===== config.mk =====
export PLATFORM = sky130hd
export DESIGN_NAME = status_frame_filter_rx_fifo_core
export DESIGN_NICKNAME = d
export VERILOG_FILES = /design/src/design/sffrf_pkg.sv /design/src/design/sffrf_ram.sv /design/src/design/status_frame_filter_rx_fifo_core.sv
export SDC_FILE = /design/constraint.sdc
export NUM_CORES = 2
export LEC_CHECK = 0
export BUFFER_PORTS_ARGS = -buffer_cell sky130_fd_sc_hd__buf_4
export CORE_MARGIN = 1.5
export CORE_UTILIZATION = 30
export CTS_BUF_LIST = sky130_fd_sc_hd__clkbuf_16
export DETAILED_ROUTE_END_ITERATION = 16
export SLEW_MARGIN = 10
export SYNTH_ARGS = -nofsm -noshare
export SYNTH_HDL_FRONTEND = slang
export SYNTH_SLANG_ARGS = --single-unit

===== constraint.sdc =====
create_clock -name aclk -period 7.75 [get_ports aclk]
set_input_delay 0.775 -clock aclk [delete_from_list [all_inputs] [get_ports aclk]]
set_output_delay 0.775 -clock aclk [all_outputs]
set_load 0.005 [all_outputs]

===== src/design/sffrf_pkg.sv =====
// Package for the status frame filter receive FIFO.
// Holds shared types and constants; no dependencies.
package sffrf_pkg;

    typedef enum logic [1:0] {
        ACT_BYTE = 2'd0,
        ACT_TICK = 2'd1,
        ACT_READ = 2'd2,
        ACT_NONE = 2'd3
    } action_t;

    typedef enum logic [1:0] {
        LINK_NONE  = 2'd0,
        LINK_READY = 2'd1,
        LINK_CONN  = 2'd2
    } link_t;

    typedef enum logic [1:0] {
        RS_OK      = 2'd0,
        RS_NOCONN  = 2'd1,
        RS_FEW     = 2'd2,
        RS_NOTREAD = 2'd3
    } rstat_t;

    typedef enum logic [2:0] {
        EV_NONE    = 3'd0,
        EV_FULL    = 3'd1,
        EV_STARTUP = 3'd2,
        EV_ACCEPT  = 3'd3,
        EV_RELEASE = 3'd4
    } event_t;

    typedef enum logic [1:0] {
        ST_IDLE = 2'd0,
        ST_READ = 2'd1,
        ST_OUT  = 2'd2
    } state_t;

    localparam logic [7:0] STX_BYTE = 8'h02;
    localparam logic [7:0] IND_BYTE = 8'h69;
    localparam logic [7:0] OP_READY = 8'h25;
    localparam logic [7:0] OP_LINK_EST = 8'h0C;
    localparam logic [7:0] ETX_BYTE = 8'h03;
    localparam logic [7:0] OP_TRANSPARENT = 8'h11;
    localparam logic [7:0] OP_RELEASED = 8'h0E;
    localparam logic [15:0] TIMEOUT_RESET = 16'd9999;
    localparam logic [6:0] READ_MAX = 7'd64;

endpackage


===== src/design/sffrf_ram.sv =====
// Generic single-port-write, single-read RAM with registered read data.
// No dependencies.
module sffrf_ram #(
    parameter int WIDTH = 8,
    parameter int DEPTH = 256
) (
    input  logic                     aclk,
    input  logic                     wr_en,
    input  logic [$clog2(DEPTH)-1:0] wr_addr,
    input  logic [WIDTH-1:0]         wr_data,
    input  logic [$clog2(DEPTH)-1:0] rd_addr,
    output logic [WIDTH-1:0]         rd_data
);
    logic [WIDTH-1:0] mem [DEPTH];

    // Write port and registered read port.
    always_ff @(posedge aclk) begin
        if (wr_en) begin
            mem[wr_addr] <= wr_data;
        end
        rd_data <= mem[rd_addr];
    end
endmodule


===== src/design/status_frame_filter_rx_fifo_core.sv =====
// Top level of the status frame filter receive FIFO.
// Depends on sffrf_pkg and sffrf_ram.
// A byte, tick or failed read is accepted while s_ready is high and its item is valid the cycle after.
// A successful read of N bytes gives N items, each waiting on the registered RAM read of its
// byte, and holds off the input through the read and ST_OUT; back-pressure stalls the read.
// Synchronous active-low reset clears all control state; the RAM holds no reset value.
module status_frame_filter_rx_fifo_core #(
    parameter int FIFO_DEPTH = 256
) (
    input  logic        aclk,
    input  logic        aresetn,
    input  logic        cfg_we,
    input  logic [15:0] cfg_wdata,
    input  logic        s_valid,
    output logic        s_ready,
    input  logic [1:0]  s_action,
    input  logic [7:0]  s_rx_byte,
    input  logic        s_framing_error,
    input  logic [6:0]  s_read_count,
    output logic        m_valid,
    input  logic        m_ready,
    output logic [1:0]  m_link_state,
    output logic [7:0]  m_read_data,
    output logic [1:0]  m_read_status,
    output logic [2:0]  m_event_res,
    output logic [8:0]  m_readable_count,
    output logic        m_last
);
    localparam int AW = $clog2(FIFO_DEPTH);
    localparam int CW = $clog2(FIFO_DEPTH + 1);
    localparam logic [CW-1:0] DEPTH_C = CW'(FIFO_DEPTH);
    localparam logic [AW-1:0] LAST_A = AW'(FIFO_DEPTH - 1);

    sffrf_pkg::state_t state_reg, state_next;
    logic [AW-1:0] wp_reg, rp_reg;
    logic [CW-1:0] readable_reg, pending_reg;
    logic [3:0]    phase_reg;
    logic [7:0]    sum_reg;
    logic [14:0]   rem_reg;
    logic [1:0]    link_reg;
    logic [15:0]   idle_reg, timeout_reg;
    logic          timer_reg;
    logic [6:0]    left_reg;

    logic          m_valid_reg;
    logic [1:0]    o_link_reg, o_stat_reg;
    logic [7:0]    o_data_reg;
    logic [2:0]    o_ev_reg;
    logic [8:0]    o_cnt_reg;
    logic          o_last_reg;

    logic          ram_we;
    logic [7:0]    ram_q;

    logic accept, out_free;
    assign out_free = !m_valid_reg || m_ready;
    assign s_ready  = (state_reg == sffrf_pkg::ST_IDLE) && out_free;
    assign accept   = s_valid && s_ready;

    sffrf_ram #(.WIDTH(8), .DEPTH(FIFO_DEPTH)) u_ram (
        .aclk    (aclk),
        .wr_en   (ram_we),
        .wr_addr (wp_reg),
        .wr_data (s_rx_byte),
        .rd_addr (rp_reg),
        .rd_data (ram_q)
    );

    // Combinational step of the frame matcher and FIFO bookkeeping.
    logic [AW-1:0] wp_n, rp_n;
    logic [CW-1:0] rd_n, pd_n;
    logic [3:0]    ph_n;
    logic [7:0]    sum_n, want;
    logic [14:0]   rem_n;
    logic [15:0]   full_len;
    logic [1:0]    link_n, stat_n;
    logic [15:0]   idle_n;
    logic          tmr_n, ok, abort, go_read;
    logic [2:0]    ev_n;

    always_comb begin
        wp_n = wp_reg; rp_n = rp_reg; rd_n = readable_reg; pd_n = pending_reg;
        ph_n = phase_reg; sum_n = sum_reg; rem_n = rem_reg; link_n = link_reg;
        idle_n = idle_reg; tmr_n = timer_reg; ev_n = sffrf_pkg::EV_NONE;
        stat_n = sffrf_pkg::RS_NOTREAD; ok = 1'b1; abort = 1'b0; go_read = 1'b0;
        ram_we = 1'b0;
        full_len = {s_rx_byte, 1'b0, rem_reg[6:0]};
        if (link_reg == sffrf_pkg::LINK_NONE) begin
            want = sffrf_pkg::OP_READY;
        end else if (link_reg == sffrf_pkg::LINK_READY) begin
            want = sffrf_pkg::OP_LINK_EST;
        end else begin
            want = phase_reg[3] ? sffrf_pkg::OP_RELEASED : sffrf_pkg::OP_TRANSPARENT;
        end
        case (sffrf_pkg::action_t'(s_action))
            sffrf_pkg::ACT_BYTE: begin
                if (s_framing_error) begin
                    ev_n = sffrf_pkg::EV_NONE;
                end else if (readable_reg + pending_reg >= DEPTH_C) begin
                    ev_n = sffrf_pkg::EV_FULL;
                end else begin
                    if (link_reg != sffrf_pkg::LINK_NONE) begin
                        ram_we = accept;
                        wp_n = (wp_reg == LAST_A) ? '0 : wp_reg + 1'b1;
                        pd_n = pending_reg + 1'b1;
                    end
                    idle_n = '0;
                    case (phase_reg[2:0])
                        3'd0: begin
                            ok = (s_rx_byte == sffrf_pkg::STX_BYTE);
                            if (ok) tmr_n = 1'b1;
                        end
                        3'd1: begin
                            ok = (s_rx_byte == sffrf_pkg::IND_BYTE);
                            sum_n = sum_reg + s_rx_byte;
                        end
                        3'd2: begin
                            ok = (s_rx_byte == want);
                            sum_n = sum_reg + s_rx_byte;
                        end
                        3'd3: begin
                            rem_n = {7'd0, s_rx_byte};
                            sum_n = sum_reg + s_rx_byte;
                        end
                        3'd4: begin
                            full_len = {s_rx_byte, rem_reg[7:0]};
                            sum_n = sum_reg + s_rx_byte;
                            ok = (full_len != 16'd0) && !full_len[15];
                            rem_n = full_len[14:0];
                        end
                        3'd5: ok = (s_rx_byte == sum_reg);
                        3'd6: begin
                            rem_n = rem_reg - 1'b1;
                        end
                        default: ok = (s_rx_byte == sffrf_pkg::ETX_BYTE);
                    endcase
                    if (!ok) begin
                        abort = 1'b1;
                    end else if (phase_reg[2:0] == 3'd6 && rem_n != '0) begin
                        ph_n = phase_reg;
                    end else if (phase_reg[2:0] == 3'd7) begin
                        if (link_reg == sffrf_pkg::LINK_CONN && phase_reg == 4'd7) begin
                            ph_n = 4'd8;
                            sum_n = '0;
                        end else begin
                            link_n = (link_reg == sffrf_pkg::LINK_READY) ?
                                     sffrf_pkg::LINK_CONN : sffrf_pkg::LINK_READY;
                            // Step the write pointer back over the held bytes, modulo depth.
                            wp_n = (CW'(wp_n) >= pd_n) ? AW'(CW'(wp_n) - pd_n) :
                                   AW'(CW'(wp_n) + DEPTH_C - pd_n);
                            pd_n = '0;
                            ph_n = '0; sum_n = '0; rem_n = '0; idle_n = '0; tmr_n = 1'b0;
                            ev_n = sffrf_pkg::EV_ACCEPT;
                        end
                    end else begin
                        ph_n = phase_reg + 1'b1;
                    end
                end
            end
            sffrf_pkg::ACT_TICK: begin
                if (timer_reg) begin
                    if (idle_reg != 16'hFFFF) idle_n = idle_reg + 1'b1;
                    if (idle_n >= timeout_reg) abort = 1'b1;
                end
            end
            sffrf_pkg::ACT_READ: begin
                if (link_reg != sffrf_pkg::LINK_CONN) begin
                    stat_n = sffrf_pkg::RS_NOCONN;
                end else if (s_read_count == '0 || s_read_count > sffrf_pkg::READ_MAX
                             || CW'(s_read_count) > readable_reg) begin
                    stat_n = sffrf_pkg::RS_FEW;
                end else begin
                    stat_n = sffrf_pkg::RS_OK;
                    go_read = 1'b1;
                    rd_n = readable_reg - CW'(s_read_count);
                end
            end
            default: stat_n = sffrf_pkg::RS_NOTREAD;
        endcase
        // Abort of a match: release pending bytes, or report a startup error.
        if (abort) begin
            if (link_reg == sffrf_pkg::LINK_NONE) begin
                ev_n = sffrf_pkg::EV_STARTUP;
            end else begin
                rd_n = readable_reg + pd_n;
                pd_n = '0;
                ev_n = sffrf_pkg::EV_RELEASE;
            end
            ph_n = '0; sum_n = '0; rem_n = '0; idle_n = '0; tmr_n = 1'b0;
        end
    end

    // Sequencer next state.
    always_comb begin
        state_next = state_reg;
        case (state_reg)
            sffrf_pkg::ST_IDLE: if (accept && go_read) state_next = sffrf_pkg::ST_READ;
            sffrf_pkg::ST_READ: if (out_free && left_reg == 7'd1) state_next = sffrf_pkg::ST_OUT;
            sffrf_pkg::ST_OUT:  if (out_free) state_next = sffrf_pkg::ST_IDLE;
            default:            state_next = sffrf_pkg::ST_IDLE;
        endcase
    end

    // Read streaming: the RAM output is registered, so it is valid the cycle after the address moves.
    logic pop, have_q;
    logic have_q_reg;
    assign pop    = (state_reg == sffrf_pkg::ST_READ) && out_free && have_q_reg;
    assign have_q = (state_reg == sffrf_pkg::ST_READ) && !pop;

    always_ff @(posedge aclk) begin
        if (!aresetn) begin
            state_reg <= sffrf_pkg::ST_IDLE;
            wp_reg <= '0; rp_reg <= '0; readable_reg <= '0; pending_reg <= '0;
            phase_reg <= '0; sum_reg <= '0; rem_reg <= '0; link_reg <= '0;
            idle_reg <= '0; timer_reg <= 1'b0; timeout_reg <= sffrf_pkg::TIMEOUT_RESET;
            m_valid_reg <= 1'b0; left_reg <= '0; have_q_reg <= 1'b0;
        end else begin
            if (cfg_we) timeout_reg <= cfg_wdata;
            if (m_valid_reg && m_ready) m_valid_reg <= 1'b0;
            have_q_reg <= (state_reg == sffrf_pkg::ST_READ) ? (have_q || pop) : 1'b0;
            if (accept) begin
                wp_reg <= wp_n; readable_reg <= rd_n; pending_reg <= pd_n;
                phase_reg <= ph_n; sum_reg <= sum_n; rem_reg <= rem_n;
                link_reg <= link_n; idle_reg <= idle_n; timer_reg <= tmr_n;
                left_reg <= s_read_count;
                if (!go_read) begin
                    m_valid_reg <= 1'b1;
                    o_link_reg <= link_n; o_data_reg <= '0; o_stat_reg <= stat_n;
                    o_ev_reg <= ev_n; o_cnt_reg <= 9'(rd_n); o_last_reg <= 1'b1;
                end
            end
            if (pop) begin
                m_valid_reg <= 1'b1;
                o_link_reg <= link_reg; o_data_reg <= ram_q;
                o_stat_reg <= sffrf_pkg::RS_OK; o_ev_reg <= sffrf_pkg::EV_NONE;
                o_cnt_reg <= 9'(readable_reg); o_last_reg <= (left_reg == 7'd1);
                left_reg <= left_reg - 1'b1;
                rp_reg <= (rp_reg == LAST_A) ? '0 : rp_reg + 1'b1;
                have_q_reg <= 1'b0;
            end
            state_reg <= (state_reg == sffrf_pkg::ST_READ && !pop) ? state_reg :
                         (state_reg == sffrf_pkg::ST_OUT) ? sffrf_pkg::ST_IDLE : state_next;
        end
    end

    assign m_valid          = m_valid_reg;
    assign m_link_state     = o_link_reg;
    assign m_read_data      = o_data_reg;
    assign m_read_status    = o_stat_reg;
    assign m_event_res      = o_ev_reg;
    assign m_readable_count = o_cnt_reg;
    assign m_last           = o_last_reg;
endmodule

* Yosys cells after proc, flatten, opt, wreduce, memory -nomap -nowiden
Memory sizes are Yosys's and may differ from the RTL's. A register that Yosys moved wholly into a read port is not among the register bits.
Cells that the tools add are included.
** Word-level totals
- Flip-flop bits (word level) :: 132
- Bits in writable memories :: 2048
- Input port bits :: 39
- Output and inout port bits :: 27
- Logic and storage cells :: 261
- Memories :: 1
** Operators by class
- Add/subtract/negate cells :: 14
- Order comparisons :: 5
- Equal/unequal tests :: 33
- Mux-type cells :: 143
- Bitwise operators :: 5
- Reductions and logical operators :: 39
** Memory list
- u_ram.mem :: depth 256, bits a word 8, rd ports 1, clocked after memory_dff 1, write ports 1, line sffrf_ram.sv:14 : logic [WIDTH-1:0] mem [DEPTH];
** Operators by type and width (count)
- 2-to-1 mux 9 bit :: 21
- 2-to-1 mux 8 bit :: 22
- 2-to-1 mux 15 bit :: 11
- 2-to-1 mux 16 bit :: 7
- 2-to-1 mux 2 bit :: 26
- case mux 15 bit (3 select lines) :: 1
- 2-to-1 mux 1 bit :: 34
- 2-to-1 mux 4 bit :: 8
- case mux 16 bit (2 select lines) :: 1
- adder 8 x 1 -> 8 bit, second input constant :: 3
- adder 9 bit :: 2
- adder 16 x 1 -> 16 bit, second input constant :: 1
- equality test 8 x 2 -> 1 bit, second input constant :: 2
- equality test 8 bit :: 2
- equality test 8 bit, second input constant :: 2
- greater-or-equal comparator 16 bit :: 1
- != test 16 bit, second input constant :: 1
- nonzero test 16 bit :: 1
- subtractor 8 bit :: 2
- nonzero test 15 bit :: 1
- subtractor 15 x 1 -> 15 bit, second input constant :: 1
- 2-to-1 mux 7 bit :: 2
- equality test 3 bit, second input constant :: 4
- 2-to-1 mux 3 bit :: 4
- other kinds (42) :: 79

* Depth between registers and ports, before layout
- Word-level depth :: 18
- Mapped depth :: 25

* Modules after synthesis
From an unflattened synthesis, not the netlist that was laid out.
** Second synthesis, totals
- Cells, all modules :: 4864
- Area, all modules :: 88762.6 sq um
** By module, submodules not included
- sffrf_ram :: times used 1, cells an instance 3733, area each 79556.3 sq um, seq. area each 61659.1 sq um
- status_frame_filter_rx_fifo_core :: times used 1, cells an instance 1131, area each 9206.3 sq um, seq. area each 2892.8 sq um

* Least setup slack after synthesis
Ideal clock, no wire load.
- Path type :: reg2reg
- Start point :: register phase_reg[0]
- End point :: register o_cnt_reg[8] (netlist: m_readable_count[8]) (data pin)
- Library setup time :: 271 ps
- Arrival :: 5617 ps
- Setup slack :: 1862 ps
- Cell stages (with the launch flop) :: 25
- Path buffers :: 2
- Cell sequence :: dfxtp_1 > inv_1 > ha_1 > buf_4 > and2_1 > buf_6 > a32oi_1 > o211ai_1 > or3_1 > or4_1 > o41a_1 > nor2_2 > o21ai_0 > a22o_1 > ha_1 > fa_1 > a21o_1 > a211oi_1 > o21ai_0 > a21o_1 > and4_1 > nor4_1 > o31ai_2 > o31ai_2 > a21oi_1
** On the way
- Longest elaborated chain between the ends :: 18
- Elaborated cells between the ends (all ways) :: 38
** Ends and longest elaborated chain
- from (decl) :: line status_frame_filter_rx_fifo_core.sv:37 : logic [3:0] phase_reg;
- from (signal assigned) :: line status_frame_filter_rx_fifo_core.sv:223 : phase_reg <= ph_n; sum_reg <= sum_n; rem_reg <= rem_n;
- equality test 3 bit, or another cell as far along :: line status_frame_filter_rx_fifo_core.sv:108, status_frame_filter_rx_fifo_core.sv:139
- case mux 15 bit (3 select lines) :: line status_frame_filter_rx_fifo_core.sv:108 : case (phase_reg[2:0])
- 2-to-1 mux 15 bit :: line status_frame_filter_rx_fifo_core.sv:99 : end else if (readable_reg + pending_reg >= DEPTH_C) begin
- 2-to-1 mux 15 bit :: line status_frame_filter_rx_fifo_core.sv:97 : if (s_framing_error) begin
- 2-to-1 mux 15 bit :: line status_frame_filter_rx_fifo_core.sv:95 : case (sffrf_pkg::action_t'(s_action))
- nonzero test 15 bit :: line status_frame_filter_rx_fifo_core.sv:139 : end else if (phase_reg[2:0] == 3'd6 && rem_n != '0) begin
- logical AND 1 bit :: line status_frame_filter_rx_fifo_core.sv:139
- 2-to-1 mux 9 bit :: line status_frame_filter_rx_fifo_core.sv:139
- [2 not listed]
- 2-to-1 mux 9 bit :: line status_frame_filter_rx_fifo_core.sv:97
- 2-to-1 mux 9 bit :: line status_frame_filter_rx_fifo_core.sv:95
- adder 9 bit :: line status_frame_filter_rx_fifo_core.sv:185 : rd_n = readable_reg + pd_n;
- 2-to-1 mux 9 bit :: line status_frame_filter_rx_fifo_core.sv:182 : if (link_reg == sffrf_pkg::LINK_NONE) begin
- 2-to-1 mux 9 bit * :: line status_frame_filter_rx_fifo_core.sv:181 : if (abort) begin
- 2-to-1 mux 9 bit * :: line status_frame_filter_rx_fifo_core.sv:226 : if (!go_read) begin
- 2-to-1 mux 9 bit * :: line status_frame_filter_rx_fifo_core.sv:221 : if (accept) begin
- 2-to-1 mux 9 bit * :: line status_frame_filter_rx_fifo_core.sv:232 : if (pop) begin
- to (signal assigned) :: line status_frame_filter_rx_fifo_core.sv:236 : o_cnt_reg <= 9'(readable_reg); o_last_reg <= (left_reg == 7'd1);
- to (decl) :: line status_frame_filter_rx_fifo_core.sv:49 : logic [8:0] o_cnt_reg;
Mark *: on every way between the ends. The rest lies on a longest branch, timed or not. The select of a mux whose other input is x is not followed.
A chain may end at the register's enable or synchronous reset.

* Final worst setup path
Same ends and word-level chain as after synthesis.

==> metrics.cfg <==
[power_and_ir_drop]
p_comb_frac=0.017
p_leak_uw=0.0300
power_frac_seq=0.546
pwr-share-clk=0.438
p_switching_uw=4830
peakVddDrop_v=0.000180
switching_share=0.203
cell_internal_pwr_uw=18900
power_density_mw_per_mm2=236

[yosys]
postSynthAreaPerCell_sq_um=20.1
synth.area.top_cells=edfxtp_1 (71%), mux4_2 (17%), dfxtp_1 (2.6%), nor2_1 (1.6%), ha_1 (0.96%)
synth_seq_cells=2188
synth_area_sq_mm=0.0882
yosysUniqueCellTypes=81
synthFlopType=edfxtp_1
syn_nets=4493
synthArstFlopShare=0
synth_edf_count=2073
yosysSeqAreaShare=0.732
ys_warn_count=0
synthCells=4382
synth_top_area_frac=0.705
synth_top_area_cell=edfxtp_1

[routing]
via_count=43196
ant_nets=0
vias_per_cell=5.04
post_drt_wl_per_cell_microns=25.2
drc=0
wirelength_mm=216
firstDrtPassIters=5
drtIter0Drc=4579

[grt]
grt_overflow=0
grt_pass1_wl_mm=314
grt_pass1_vias=43592
grt_max_degree=219
grt_usage=0.142
grt_antenna_before_repair=4

[die]
start_util=0.302
io_pins=66
coreArea_sq_mm=0.292
chipHeight_microns=545
rows=198
die_area_sq_mm=0.297
chipWidth_microns=545

[placed_design]
place_inst=8160
place_area_sq_mm=0.0934
dp_hpwl_mm=128
portBuffers=65
place_congestion=0.822

[final_layout]
drive_gt1_frac=0.249
layout_common_cells=edfxtp_1 (2073), mux4_2 (680), nor2_1 (376)
final_area_sq_mm=0.100
layout_commonest_cell=edfxtp_1
syn_to_final_growth_pct=13.8
fillCellCount=27163
stdcell_count=8567
nNetsFinal=4597
largest_reg_flops=2048

[setup_path]
end_kind=flop
critPathBufInv=0
ff2ff_path_depth=22
cp_num_cells=22
worstSetupPathType=flop to flop
cp-start-kind=flop
critPathSlowestCell=o41a_1
path_delay_family=compound AO/OA/AOI/OAI gates
slowest_delay_ns=0.65
cp.arrival_ns=7.65
worst_ep_required_time_ns=8.31
crit_chain=ha_1 > ha_1 > a21o_1 > o21ai_1 > a221o_1 > or3_1 > or4_1 > o41a_1 > nor2_2 > o21ai_0 > a22o_1 > ha_1 > fa_1 > a21o_1 > a211oi_1 > o21ai_0 > a21oi_1 > a2111oi_0 > nor4_1 > o31ai_2 > o31ai_2 > a21oi_1
crit_top_cell=ha_1
cp_max_fo=13

[timing]
tightestPinTransition_ns=1.53
slew_viol_final=32
rsz0062_at_grt=no
hold_viol_final=0
period_minus_slack_ns=7.09
skew_ns=0.0934
post-route-period-util=0.915
fmax_mhz=141
setup_tns_ns=0
hold_ws_ns=0.180
maxSlewHeadroom=-0.0208
setup_viol=0

[clock_tree]
clkLatencyLatePin_ns=0.90
postCtsResizedCells=0
cts_num_sinks=2188
cts_tree=done
path_clk_slew_ns=0.06
cts_setup_buffers=0
ctsHoldBuffers=0
ctsRootBufferMaster=clkbuf_16
cts_buffers=224
cts.path.max_buffers=4
htree_num_levels=4

[status]
violations=max-slew violations
status=finished, violations left

[min_path]
min_path_cells=3
hold_class=primary input to flop

[run]
cap_violations=0

[cell families (layout without fill, tap and decap cells)]
kind of cell / count (synthesis) / count (layout) / synth area share
other cells: 0 / 3 / 0
buf+inv: 308 / 590 / 0.0135
fa+ha+maj: 72 / 72 / 0.0105
compound gates: 305 / 305 / 0.0236
simple gates: 739 / 739 / 0.0378
mux: 709 / 709 / 0.177
flops: 2188 / 2188 / 0.732
xor+xnor: 61 / 61 / 0.00605
[power by group through the flow]
stage / combinational (uW) / clock (uW) / sequential, uW
floorplan: 127 / 0 / 13200
global placement: 386 / 0 / 13200
detailed placement: 406 / 0 / 13200
CTS: 406 / 10600 / 13000
global route: 439 / 11000 / 13000
finish: 400 / 10400 / 13000
[worst reg2reg max path, cell delays in order (launching register included)]
cell	delay, ns
dfxtp_1	0.42
ha_1	0.24
ha_1	0.52
a21o_1	0.21
o21ai_1	0.15
a221o_1	0.39
or3_1	0.31
or4_1	0.58
o41a_1	0.65
nor2_2	0.23
o21ai_0	0.11
a22o_1	0.27
ha_1	0.22
fa_1	0.44
a21o_1	0.20
a211oi_1	0.31
o21ai_0	0.25
a21oi_1	0.28
a2111oi_0	0.12
nor4_1	0.42
o31ai_2	0.14
o31ai_2	0.27
a21oi_1	0.11
[worst paths after layout]
check                                               start                       endpoint  slack [ns]
worst min register to register   left_reg[1]$_SDFFE_PN0N_       left_reg[1]$_SDFFE_PN0N_        0.49
worst max register to register  phase_reg[0]$_SDFFE_PN0P_  m_readable_count[8]$_DFFE_PP_        0.66
worst min-delay path                         cfg_wdata[9]    timeout_reg[9]$_SDFFE_PN1P_        0.18
worst max-delay path            phase_reg[0]$_SDFFE_PN0P_  m_readable_count[8]$_DFFE_PP_        0.66
[cell usage after synthesis (6+ instances only)]
cell	count
edfxtp_1	2073
mux4_2	680
nor2_1	378
clkbuf_1	171
nand2_1	124
dfxtp_1	115
a21oi_1	86
buf_1	68
ha_1	68
inv_1	57
nand3_1	49
o21ai_0	47
xnor2_1	37
nor3_1	35
a21o_1	26
nand4_1	26
mux2i_1	25
xor2_1	24
and2_1	22
a211oi_1	18
nor2b_1	17
nor4_1	17
and3_1	14
o211ai_1	14
a31oi_1	11
nand2b_1	11
o31ai_1	10
o21a_1	9
buf_2	8
or3_1	8
a221o_1	6
or4_1	6
[routing by layer]
layer	global-route usage	part of all wire
met5	0.00128	0.00042
met4	0.0369	0.023
met3	0.0248	0.067
met1	0.196	0.42
met2	0.230	0.48
[stage by stage]
step,utilization,setup WS [ns],total power [uW]
5_1_grt,0.344,0.350,24400
3_5_place_dp,0.320,0.814,13600
4_1_cts,0.344,0.794,24000
6_report,0.344,0.661,23800
3_3_place_gp,0.320,0.973,13600
2_1_floorplan,-,1.86,13300
[area by class of cell]
cell class / instances / area, sq um / area share
flip-flops and latches: 2188 / 64600 / 0.643
multi-input cells: 1886 / 22600 / 0.225
clock buffers: 227 / 5680 / 0.0566
well taps: 3900 / 4880 / 0.0486
clock inverters: 177 / 1320 / 0.0132
repair buffers: 129 / 1200 / 0.0120
inverters: 57 / 214 / 0.00213
diodes: 3 / 7.51 / 0.0000747
(Power assumes the default switching activity.)
